[src/csl_pkg.sv]
// shared types and constants for the colour signature table builder
// no dependencies
`timescale 1ns / 1ps

package csl_pkg;

    localparam int CSL_BIN_BITS        = 6;
    localparam int CSL_FRACTION_BITS   = 15;
    localparam int CSL_SIGNATURE_COUNT = 7;

    // widest table address over the whole parameter range
    localparam int CSL_IDX_W = 16;

    typedef enum logic [1:0] {
        OP_WRITE_BOX = 2'd0,
        OP_CLEAR     = 2'd1,
        OP_CLASSIFY  = 2'd2,
        OP_READ      = 2'd3
    } csl_op_t;

    // decoded command handed from front to back
    typedef struct packed {
        csl_op_t                op;
        logic [2:0]             sig;
        logic signed [23:0]     u_low;
        logic signed [23:0]     u_high;
        logic signed [23:0]     v_low;
        logic signed [23:0]     v_high;
        logic                   active;
        logic                   clear_all;
        logic signed [8:0]      diff_rg;
        logic signed [8:0]      diff_bg;
        logic [9:0]             luma;
        logic                   dark;
        logic [CSL_IDX_W-1:0]   index;
    } csl_cmd_t;

    typedef struct packed {
        logic [11:0] entry_index;
        logic [6:0]  entry_value;
        logic [2:0]  matched_sig;
        logic        too_dark;
    } csl_result_t;

endpackage

[src/csl_cmd_fifo.sv]
// two-entry command queue between front and back
// depends on csl_pkg
`timescale 1ns / 1ps

module csl_cmd_fifo
    import csl_pkg::*;
(
    input  logic     aclk,
    input  logic     aresetn,
    input  logic     push,
    input  csl_cmd_t din,
    input  logic     pop,
    output csl_cmd_t dout,
    output logic     full,
    output logic     empty
);

    csl_cmd_t   slot_reg [2];
    logic       wr_ptr_reg, rd_ptr_reg;
    logic [1:0] count_reg;

    assign full  = count_reg == 2'd2;
    assign empty = count_reg == 2'd0;
    assign dout  = slot_reg[rd_ptr_reg];

    always_ff @(posedge aclk) begin
        if (push) begin
            slot_reg[wr_ptr_reg] <= din;
        end
    end

    always_ff @(posedge aclk) begin
        if (!aresetn) begin
            wr_ptr_reg <= 1'b0;
            rd_ptr_reg <= 1'b0;
            count_reg  <= 2'd0;
        end else begin
            if (push) begin
                wr_ptr_reg <= ~wr_ptr_reg;
            end
            if (pop) begin
                rd_ptr_reg <= ~rd_ptr_reg;
            end
            if (push && !pop) begin
                count_reg <= count_reg + 2'd1;
            end else if (pop && !push) begin
                count_reg <= count_reg - 2'd1;
            end
        end
    end

endmodule

[config.mk]
export PLATFORM = sky130hd
export DESIGN_NAME = csl_cmd_fifo
export DESIGN_NICKNAME = d
export VERILOG_FILES = /design/src/csl_pkg.sv /design/src/csl_cmd_fifo.sv
export SDC_FILE = /design/constraint.sdc
export NUM_CORES = 1
export LEC_CHECK = 0
export BUFFER_PORTS_ARGS = -buffer_cell sky130_fd_sc_hd__buf_2
export CORE_MARGIN = 2
export CORE_UTILIZATION = 56
export CTS_CLUSTER_SIZE = 8
export DETAILED_ROUTE_END_ITERATION = 12
export PLACE_DENSITY = 0.86
export SYNTH_ARGS = -nofsm -noshare
export SYNTH_HDL_FRONTEND = slang
export SYNTH_SLANG_ARGS = --single-unit
[constraint.sdc]
create_clock -name aclk -period 21.1 [get_ports aclk]
set_input_delay 2.11 -clock aclk [delete_from_list [all_inputs] [get_ports aclk]]
set_output_delay 2.11 -clock aclk [all_outputs]
set_load 0.02 [all_outputs]
# After elaboration in Yosys (flattened, before gate mapping)

Memories as Yosys holds them, arrays and structs flattened. A register that Yosys moved wholly into a read port is not among the register bits.
Cells that the tools add are included.

Bits in registers: 4
Bits in writable memories: 296
Output and inout bits: 150
Memories: 1

Add/subtract/negate cells: 2
Equality and inequality tests: 1
Multiplexer cells: 6
Bitwise logic cells: 2
Reduce and logical (&&, ||, !) cells: 6

Memory list:

| name     | depth | bits a word | read ports | clocked after memory_dff | write ports | RTL line           | source |
|---|---|---|---|---|---|---|---|
| slot_reg | 2     | 148         | 1          | 1                        | 1           | csl_cmd_fifo.sv:18 | `csl_cmd_t slot_reg [2];` |

Operators by type and width:

| kind                | number |
|---|---|
| $mux 1              | 4 |
| $mux 2              | 2 |
| $add 2x1->2 const B | 1 |
| $eq 2x2->1 const B  | 1 |
| $logic_and 1x1->1   | 2 |
| $logic_not 1->1     | 2 |
| $logic_not 2->1     | 1 |
| $not 1->1           | 2 |
| $reduce_bool 2->1   | 1 |
| $sub 2x1->2 const B | 1 |

# Depth between registers and ports, before layout

Word-level depth: 4
Gate-level depth with buffers: 5

# Worst setup path after synthesis

Ideal clock, no wire load.

Kind: in2reg
Start point: in push
End point: mem slot_reg[0][0] (netlist name), enable pin
Library setup time: 0.675 ns
Arrival time: 8.543 ns
Required time: 20.425 ns
Path slack: 11.882 ns
Cell stages on the path: 1
Path buffers: 0
Path through: nor2b_1

Word-level cells in the longest chain between the ends: 2

Ends and longest elaborated chain:

| what                         | RTL line           | source |
|---|---|---|
| from (decl)                  | csl_cmd_fifo.sv:10 | `input logic push,` |
| $mux 1                       | csl_cmd_fifo.sv:27 | `if (push) begin` |
| $mux 1 (implied by the code) | csl_cmd_fifo.sv:28 | `slot_reg[wr_ptr_reg] <= din;` |
| to (decl)                    | csl_cmd_fifo.sv:18 |  |

No other way between the ends.

==> flow_summary.toml <==
[status]
status = "finished, final reports clean"

[timing]
fmax_mhz = 193
drv_slew = 0
setup_viol = 0
fin_tns_setup_ps = 0
fin_crit_ps = 5190
rsz0062_at_grt = "no"
finalCritPeriodShare_pct = 24.6
hold_viol_final = 0
worst_pin_slew_ps = 1090
slew-limit-headroom_pct = 27.5
clock_skew_ps = 17.5

[clock_network]
cts_setup_buffers = 0
cts.path.max_buffers = 3
cts.sinks = 301
clkSlewWorstSetupHoldPaths_ps = 50
clock_latency_ps = 510
cts_hold_buf = 0
root_buffer = "clkbuf_16"
cts_buffers = 43
cts_tree = "built"
cts_resized = 0
h-tree-depth = 2

[route]
wirelength_mm = 20.6
firstDrtPassIters = 4
ant_nets = 0
remaining_drc_errors = 0
via_count = 5619
drtIter0Drc = 346
vias_per_cell = 5.14
wire_per_inst_microns = 18.9

[power_and_ir_drop]
leakagePower_nw = 5.19
peakVddDrop_mv = 0.0876
p_int_w = 0.00112
swShare_pct = 22.0
switchingPower_w = 0.000314
power-per-cell-area_mw_per_mm2 = 104
p_clk_share_pct = 40.3
power.sequential.fraction_pct = 49.4
pwr-share-comb_pct = 10.4

[finish]
final_common_cell = "buf_2"
fin_nets = 969
synthToLayoutAreaGrowth_pct = 26.1
layout-drive-gt1-share_pct = 60.7
post-route-util_pct = 71.3
largest_register_ffs = 296
stdcell_count = 1093
final_cell_mix = "buf_2 (301), edfxtp_1 (296), mux2_2 (148)"

[yosys]
synth_nets = 635
synth.avg_cell_area_sq_um = 22.7
ys_seq_elements = 301
ys_seq_area_share_pct = 82.2
netlist_area_sq_mm = 0.0109
synthCells = 482
synthDistinctLibCells = 17
ys_warn_count = 0

[floorplanning]
fp.coreArea_sq_mm = 0.0193
boundaryPins = 302
dieArea_sq_mm = 0.0207
num_rows = 51
start_util_pct = 56.5
die_y_microns = 144
die_x_microns = 144

[placement]
numPlacedInstances = 1036
io_buffers = 301
dp_hpwl_mm = 13.0
gp_congestion = 0.750

[critical_path]
arrival_ps = 3080
cp_cell_sequence = "buf_4 > mux2_2 > buf_2"
max_stage_delay_ps = 920
worstPathRequired_ps = 18990
path_buf_inv = 2
critPathLaunchType = "flop"
cp-end-kind = "output pin"
critPathMaxFanout = 80
cp_slowest_cell = "dfxtp_4"
criticalPathCategory = "flop to output pin"
crit_family = "buffers and inverters"

[hold_path]
worstHoldPathType = "flop to flop"

[global_routing]
grt_max_degree = 84
grt_usage_pct = 19.3
grt_pass1_wl_mm = 29.9
grt_antenna_before_repair = 6
grt_overflow = 0
grt_pass1_vias = 5808

[job]
max-cap-violations = 0
==> Yosys cell counts <==
library cell	number	share of area, %
and2_1	4	0.23
o21ai_0	1	0.046
o21a_1	1	0.069
xnor2_1	1	0.080
inv_1	1	0.034
buf_6	12	1.2
buf_2	2	0.092
nor2b_1	3	0.17
dfxtp_1	5	0.92
a21boi_1	1	0.069
or3_1	1	0.057
nor2_1	1	0.034
xor2_1	2	0.16
edfxtp_1	296	81
buf_4	2	0.14
ha_1	1	0.11
mux2_2	148	15
==> logic make-up (layout without fill, tap and decap cells) <==
logic type	after synthesis	in the layout	synth area share, %
AO/OA/AOI/OAI	3	3	0.183
adder cells (fa/ha/maj)	1	1	0.114
buffers and inverters	17	360	1.50
other	0	3	0
flip-flops	301	301	82.2
multiplexers	148	148	15.2
AND/OR/NAND/NOR	9	9	0.492
XOR/XNOR	3	3	0.240
==> worst reg2reg max path: stages (launching register included) <==
cell	delay, ps
dfxtp_1	380
and2_4	770
buf_4	980
==> power by group through the flow <==
stage               registers (W)  logic, W  clock network (W)
floorplan                0.000714  0.000101                  0
global placement         0.000715  0.000146                  0
detailed placement       0.000717  0.000148                  0
CTS                      0.000707  0.000150           0.000589
global route             0.000709  0.000158           0.000615
finish                   0.000706  0.000148           0.000577
==> through the flow <==
step                      power, W  setup WS, ps  instance area [sq um]  hold slack, ps
after floorplan           0.000816         11880                  10900             466
after global placement    0.000861         16420                  12700             491
after detailed placement  0.000865         16440                  12700             507
after CTS                  0.00145         15880                  13800             553
after global routing       0.00148         15710                  13800             567
final                      0.00143         15910                  13800             554
==> worst paths after layout <==
| kind | start | endpoint | slack (ps) | depth (start not counted) |
|---|---|---|---|---|
| hold / removal | count_reg[1]$_SDFFE_PN0P_ | count_reg[1]$_SDFFE_PN0P_ | 550 | 2 |
| setup reg to reg | wr_ptr_reg$_SDFFE_PN0P_ | slot_reg[1][100]$_DFFE_PP_ | 18540 | 2 |
| setup / recovery | flop | dout[80] | 15910 | 3 |
| hold reg to reg | count_reg[1]$_SDFFE_PN0P_ | count_reg[1]$_SDFFE_PN0P_ | 550 | 2 |
==> layer usage <==
metal | global-route usage [%] | wire, microns
met3 | 6.50 | 1790
met5 | 0 | 39
met2 | 33.5 | 10700
met4 | 9.18 | 743
met1 | 21.3 | 7360
==> final cells by class <==
class	count	area, sq um
diodes	3	7.51
repair buffers	305	1540
clock buffers	52	1110
multi-input cells	164	1790
inverters	1	3.75
well taps	265	332
fillers	1213	5550
flip-flops and latches	301	8990
clock inverters	2	13.8
Note: power is estimated with default switching activity, not from simulation.
