### src/csl_pkg.sv
// shared types and constants for the colour signature table builder
// no dependencies
`timescale 1ns / 1ps

package csl_pkg;

    localparam int CSL_BIN_BITS        = 6;
    localparam int CSL_FRACTION_BITS   = 15;
    localparam int CSL_SIGNATURE_COUNT = 7;

    // widest table address over the whole parameter range
    localparam int CSL_IDX_W = 16;

    typedef enum logic [1:0] {
        OP_WRITE_BOX = 2'd0,
        OP_CLEAR     = 2'd1,
        OP_CLASSIFY  = 2'd2,
        OP_READ      = 2'd3
    } csl_op_t;

    // decoded command handed from front to back
    typedef struct packed {
        csl_op_t                op;
        logic [2:0]             sig;
        logic signed [23:0]     u_low;
        logic signed [23:0]     u_high;
        logic signed [23:0]     v_low;
        logic signed [23:0]     v_high;
        logic                   active;
        logic                   clear_all;
        logic signed [8:0]      diff_rg;
        logic signed [8:0]      diff_bg;
        logic [9:0]             luma;
        logic                   dark;
        logic [CSL_IDX_W-1:0]   index;
    } csl_cmd_t;

    typedef struct packed {
        logic [11:0] entry_index;
        logic [6:0]  entry_value;
        logic [2:0]  matched_sig;
        logic        too_dark;
    } csl_result_t;

endpackage

### src/csl_front.sv
// front end: unpacks an input transfer and classifies it into a command
// depends on csl_pkg
`timescale 1ns / 1ps

module csl_front
    import csl_pkg::*;
#(
    parameter int BIN_BITS = CSL_BIN_BITS
) (
    input  logic [143:0] s_tdata,
    input  logic [1:0]   s_tuser,
    input  logic [9:0]   min_brightness,
    output csl_cmd_t     cmd
);

    localparam logic [CSL_IDX_W-1:0] IDX_MASK = CSL_IDX_W'((32'd1 << (2 * BIN_BITS)) - 1);

    logic [7:0]            red, green, blue;
    logic [11:0]           lut_index;
    logic [9:0]            thr;
    logic [2*BIN_BITS-1:0] bin;

    always_comb begin
        red       = s_tdata[107:100];
        green     = s_tdata[115:108];
        blue      = s_tdata[123:116];
        lut_index = s_tdata[135:124];
        thr       = (min_brightness == 10'd0) ? 10'd1 : min_brightness;

        cmd.op        = csl_op_t'(s_tuser);
        cmd.sig       = s_tdata[2:0];
        cmd.u_low     = s_tdata[26:3];
        cmd.u_high    = s_tdata[50:27];
        cmd.v_low     = s_tdata[74:51];
        cmd.v_high    = s_tdata[98:75];
        cmd.active    = s_tdata[99];
        cmd.clear_all = s_tdata[136];
        cmd.diff_rg   = $signed({1'b0, red}) - $signed({1'b0, green});
        cmd.diff_bg   = $signed({1'b0, blue}) - $signed({1'b0, green});
        cmd.luma      = 10'(red) + 10'(green) + 10'(blue);
        cmd.dark      = cmd.luma < thr;
        // bin from the top bits of the colour differences
        bin = {cmd.diff_rg[8 -: BIN_BITS], cmd.diff_bg[8 -: BIN_BITS]};
        if (cmd.op == OP_CLASSIFY) begin
            cmd.index = CSL_IDX_W'(bin);
        end else begin
            cmd.index = CSL_IDX_W'(lut_index) & IDX_MASK;
        end
    end

endmodule

### config.mk
export PLATFORM = sky130hd
export DESIGN_NAME = csl_front
export DESIGN_NICKNAME = d
export VERILOG_FILES = /design/src/csl_pkg.sv /design/src/csl_front.sv
export SDC_FILE = /design/constraint.sdc
export NUM_CORES = 1
export LEC_CHECK = 0
export BUFFER_PORTS_ARGS = -buffer_cell sky130_fd_sc_hd__buf_2
export CELL_PAD_IN_SITES_DETAIL_PLACEMENT = 1
export CELL_PAD_IN_SITES_GLOBAL_PLACEMENT = 2
export CORE_ASPECT_RATIO = 1.75
export CORE_MARGIN = 4
export CORE_UTILIZATION = 15
export DETAILED_ROUTE_END_ITERATION = 16
export PLACE_DENSITY = 0.92
export SYNTH_ARGS = -nofsm -noshare
export SYNTH_HDL_FRONTEND = slang
export SYNTH_SLANG_ARGS = --single-unit
### constraint.sdc
create_clock -name vclk -period 5.5
set_input_delay 1.1 -clock vclk [all_inputs]
set_output_delay 1.1 -clock vclk [all_outputs]
set_load 0.05 [all_outputs]
After elaboration in Yosys (flattened, before gate mapping). Cells that the tools add are included.

Output and inout bits: 148. Input port bits: 156. Bits in registers: 0. Word-level logic and storage cells: 9.

Multiplexer cells: 2. Eq/ne operators: 1. $add $sub $neg: 4. Reductions and logical operators: 1. Order comparisons: 1.

Operator list (count): 8-bit by 8-bit subtractor with 9-bit output (2); 12-bit two-way mux (1); 9-bit by 8-bit adder with 10-bit output (1); 10-bit logical NOT (1); 10-bit less-than comparator (1); 10-bit two-way mux (1); 8-bit by 8-bit adder with 9-bit output (1); 2-bit equality test, second input constant (1).

Logic depth before layout (Yosys ltp). Gate-level depths: netlist (run 1).

Depth in word-level cells: 3. Gate-level depth with buffers: 13. Mapped depth without buffers: 13.

Worst setup path before layout (run 1). No wires, ideal clock.

Path kind: input -> output. Start: input port s_tdata[101]. End: output port cmd[16] (netlist bit). Stages on the path: 11. Setup slack: -480 ps. Path buffers: 0. Required time: 4400 ps. Data arrival time: 4880 ps. Cells stage by stage: inv_1 -> fa_1 -> inv_1 -> ha_1 -> fa_1 -> xor2_1 -> ha_1 -> a211o_1 -> o211ai_1 -> o311ai_0 -> a21oi_1.

RTL lines: from (decl) (line csl_front.sv:10) `input logic [143:0] s_tdata,`; to (decl) (line csl_front.sv:13) `output csl_cmd_t cmd`.

==> results of run 1 <==
-- per-stage QoR --
step / utilization / power, mW
floorplan: - / 0.655
global placement: 0.151 / 0.617
detailed placement: 0.151 / 0.623
CTS: 0.151 / 0.627
global route: 0.152 / 0.676
finish: 0.152 / 0.618
-- final timing paths --
kind                startpoint  endpoint  slack (ns)  cells after the start
setup / recovery  s_tdata[101]   cmd[16]        0.25                     15
hold / removal      s_tdata[9]  cmd[125]        2.20                      0
-- logic make-up after synthesis --
| family | after synthesis | synth area share |
|---|---|---|
| simple gates | 57 | 0.119 |
| other cells | 1 | 0.00148 |
| fa+ha+maj | 43 | 0.245 |
| xor+xnor | 10 | 0.0346 |
| buf+inv | 147 | 0.382 |
| mux | 2 | 0.00889 |
| compound gates | 69 | 0.210 |
-- Yosys cell counts (2+ instances only) --
| master | n |
|---|---|
| a211oi_1 | 3 |
| a211oi_2 | 2 |
| a21o_1 | 4 |
| a21oi_1 | 19 |
| a31oi_1 | 2 |
| a31oi_4 | 2 |
| buf_2 | 2 |
| buf_4 | 108 |
| fa_1 | 11 |
| ha_1 | 32 |
| inv_1 | 35 |
| mux2_2 | 2 |
| nand2_1 | 13 |
| nand2b_1 | 6 |
| nand4b_1 | 2 |
| nor2_1 | 14 |
| nor2b_1 | 3 |
| nor2b_4 | 2 |
| nor3_1 | 7 |
| nor4_1 | 4 |
| o2111ai_2 | 2 |
| o211ai_1 | 3 |
| o211ai_2 | 2 |
| o21a_1 | 5 |
| o21ai_0 | 6 |
| o21ai_1 | 3 |
| o21bai_1 | 2 |
| o22ai_1 | 2 |
| o31ai_1 | 3 |
| o31ai_2 | 3 |
| or2_2 | 3 |
| xnor2_1 | 6 |
| xor2_1 | 4 |
-- routing by layer --
metal	routed length, um	up-vias	global-route usage
li1	-	972	-
met1	2680	940	0.0783
met2	5540	106	0.211
met3	701	104	0.00754
met4	1060	0	0.0851
met5	0	-	0
-- cell type report --
class              count  area share
multi-input cells    185       0.640
repair buffers        95       0.196
well taps            224       0.111
inverters             35      0.0522
diodes                 1    0.000995
-- power by group --
group,internal [mW],leakage (nW),switching [mW],total (mW)
clock network,0.0000000243,0.00000634,0,0.0000000243
registers,0,0,0,0
logic,0.183,1.23,0.435,0.618
-- what timing repair did --
| item | 4_1_cts | 5_1_grt |
|---|---|---|
| pin swaps | 0 | 0 |
| endpoints found under the setup margin | 1 | 1 |
| gates resized for setup | 1 | 6 |
==> impl_metrics.yaml, run 1 <==
status:
  status: "finished, final reports clean"
placement:
  place.gp.congestion: 0.733
  place_area_mm2: 0.00249
  hpwl_um: 9260
  port_buffers: 91
  dp_cells: 539
  post-place-ws_ns: -0.0469
floorplan:
  rows: 62
  core_region_area_mm2: 0.0165
  die_area_mm2: 0.0191
  initial_utilization: 0.153
  die_w_um: 106
  fp.dieH_um: 180
  pin_count: 304
routing:
  post_drt_wl_per_cell_um: 18.5
  drc: 0
  ant_nets: 0
  first_pass_iters: 3
  viasPerCell: 3.93
  drtIter0Drc: 33
  dr_total_vias: 2122
  wl_um: 9990
global_route:
  antenna_found_initial: 1
  grt_max_degree: 17
  grt_pass1_wl_um: 14400
  grt_pass1_vias: 2398
  grt_overflow: 0
  track_usage: 0.101
sta:
  finalWorstSetupSlack_ns: 0.252
  min_period_ns: 5.25
  finalSetupViolCount: 0
  period_share: 0.954
  fmax_ghz: 0.191
  worst_slew_pin_slew_ns: 0.718
  rsz0062_at_grt: "no"
  timing.hold.ws_ns: 2.20
  finalHoldViolations: 0
  final_max_slew_viol_count: 0
  setup_tns_ns: 0
  maxSlewHeadroom: 0.521
cells_and_area:
  fillers: 2035
  areaGrowthSynthToFinish_pct: -0.741
  regArea_um2: 0
  final_cell_mix: "90 x buf_2, 35 x inv_1, 32 x ha_1"
  multi_input_area_mm2: 0.00161
  clkbuf_count: 0
  final_area_mm2: 0.00251
  nFlopsAndLatches: 0
  final_layout_size_suffix_gt1_frac: 0.394
  nNetsFinal: 516
  instances_no_fill: 540
  layout_commonest_cell: "buf_2"
synth:
  synth_seq_area_share: 0
  yosysTopAreaCell: "buf_4"
  synth_warnings: 0
  synth_cell_types: 45
  synth_cells: 329
  synth_area_leaders: "buf_4 32%, ha_1 16%, fa_1 8.7%"
  syn_area_mm2: 0.00253
  netlist.area_leader.share: 0.320
  avgSynthCellArea_um2: 7.70
flow_run:
  drv_cap: 0
hold_path:
  hold_path.class: "input pin to output pin"
worst_setup_path:
  start_kind: "input pin"
  crit_chain: "buf_2 > inv_1 > fa_1 > inv_1 > ha_1 > fa_2 > a211oi_2 > nor2_1 > o21a_1 > o31a_2 > ha_1 > a21oi_1 > o21ai_0 > a21oi_2 > buf_6"
  critPathMaxStageDelay_ns: 0.55
  crit_required_ns: 4.40
  crit_buf_inv: 4
  crit_type: "input pin to output pin"
  cp_slowest_cell: "fa_1"
  crit_path_max_fanout: 3
  worstSetupEndpointType: "output pin"
  crit_arrival_ns: 4.15
  crit_family: "adder cells"
clocking:
  cts_hold_buf: 0
  cts_setup_buffers: 0
power_and_ir_drop:
  power.density_mw_per_mm2: 246
  vdd_ir_drop_max_uv: 143
  leakagePower_nw: 1.23
(Power assumes the default switching activity.)
==> run 2: changes to the inputs <==
Settings changed: CORE_ASPECT_RATIO 1.75 to unset, CORE_UTILIZATION 15 to 16, PLACE_DENSITY 0.92 to 0.95.
Clock period 5.5 ns to 6.2 ns, I/O delays scaled along.
==> run 2 against run 1 <==
  * First-iteration DRC count is 64% higher
  * Wire length down 19%
  * Final cell count shrank 3.1%
  * Global-route usage down 1.4 points
  * Count of clock-buffer cells in the layout did not move
  * Combinational power down 17%
  * Via count decreased by 3.1%
  * Non-clock buffer count decreased by 3
  * Critical path depth unchanged
  * Core utilization increased by 0.68 points
  * Sequential share of layout area did not move
  * Hold slack gained 0.28 ns
  * Critical path type unchanged
  * Critical endpoint unchanged
==> impl_metrics.yaml, run 2 (synthesized netlist as in run 1, its figures left out) <==
routing:
  wl_um: 8090
  first_pass_iters: 4
  post_drt_wl_per_cell_um: 15.5
  dr_total_vias: 2057
  drtIter0Drc: 54
  viasPerCell: 3.93
  ant_nets: 0
  drc: 0
worst_setup_path:
  crit_path_max_fanout: 3
  start_kind: "input pin"
  crit_arrival_ns: 4.49
  crit_required_ns: 4.96
  crit_type: "input pin to output pin"
  worstSetupEndpointType: "output pin"
power_and_ir_drop:
  vdd_ir_drop_max_uv: 152
  power.density_mw_per_mm2: 211
  leakagePower_nw: 1.20
cells_and_area:
  final_cell_mix: "91 x buf_2, 35 x inv_1, 32 x ha_1"
  final_layout_size_suffix_gt1_frac: 0.365
  antenna_cells: 0
  regArea_um2: 0
  areaGrowthSynthToFinish_pct: -3.56
  layout_commonest_cell: "buf_2"
  final_area_mm2: 0.00244
  fin_util: 0.159
  clkbuf_count: 0
  fillers: 1906
  nFlopsAndLatches: 0
  nNetsFinal: 513
status:
  status: "finished, final reports clean"
placement:
  place_area_mm2: 0.00244
  post-place-ws_ns: 0.439
  hpwl_um: 7510
  place.gp.congestion: 0.773
  port_buffers: 91
global_route:
  grt_max_degree: 17
  antenna_found_initial: 2
  grt_pass1_wl_um: 12300
  track_usage: 0.0869
  grt_pass1_vias: 2229
  grt_overflow: 0
floorplan:
  fp.dieH_um: 134
  initial_utilization: 0.165
  die_w_um: 134
  rows: 45
  core_region_area_mm2: 0.0154
  pin_count: 304
  die_area_mm2: 0.0179
sta:
  worst_slew_pin_slew_ns: 0.749
  period_share: 0.924
  final_max_slew_viol_count: 0
  setup_tns_ns: 0
  maxSlewHeadroom: 0.501
  rsz0062_at_grt: "no"
  fmax_ghz: 0.175
  min_period_ns: 5.73
  finalHoldViolations: 0
  finalWorstSetupSlack_ns: 0.474
  finalSetupViolCount: 0
clocking:
  cts_resized: 0
  cts_hold_buf: 0
  cts_setup_buffers: 0
flow_run:
  drv_cap: 0
hold_path:
  hold_path.class: "input pin to output pin"
==> run 2: final cells by class <==
| cell class | instances | area [um2] | area share |
|---|---|---|---|
| inverters | 35 | 131 | 0.0538 |
| multi-input cells | 185 | 1590 | 0.649 |
| well taps | 211 | 264 | 0.108 |
| repair buffers | 92 | 463 | 0.189 |
==> run 2: path summary, 6_finish.rpt <==
check | from | end | slack [ns] | depth (start not counted)
max | s_tdata[109] | cmd[16] | 0.47 | 15
min | s_tdata[2] | cmd[145] | 2.48 | 0
==> run 2: critical path: stages <==
cell and delay [ns]:
buf_2 0.12, inv_1 0.10, fa_1 0.53, inv_1 0.05, ha_1 0.23, fa_1 0.46, a211oi_1 0.24, nor2_1 0.11
o21a_1 0.18, o31a_1 0.28, ha_1 0.32, a21oi_1 0.13, o21ai_0 0.10, a21oi_1 0.11, buf_2 0.27
==> run 2: layer usage <==
| metal | global-route usage | wire length [um] |
|---|---|---|
| met1 | 0.0956 | 3140 |
| met2 | 0.150 | 3700 |
| met3 | 0.0338 | 879 |
| met4 | 0.0343 | 365 |
| met5 | 0 | 14 |
==> run 2: power breakdown <==
part	leakage, nW	internal [mW]	total, mW	switching, mW
clock	0	0	0	0
combinational	1.20	0.147	0.516	0.369
sequential	0	0	0	0
==> run 2: through the flow <==
step / std cells / total power, mW / hold slack, ns
after floorplan: 332 / 0.576 / 2.65
after global placement: 523 / 0.520 / 2.48
after detailed placement: 523 / 0.525 / 2.48
after CTS: 523 / 0.528 / 2.48
after global routing: 523 / 0.567 / 2.48
final: 523 / 0.516 / 2.48
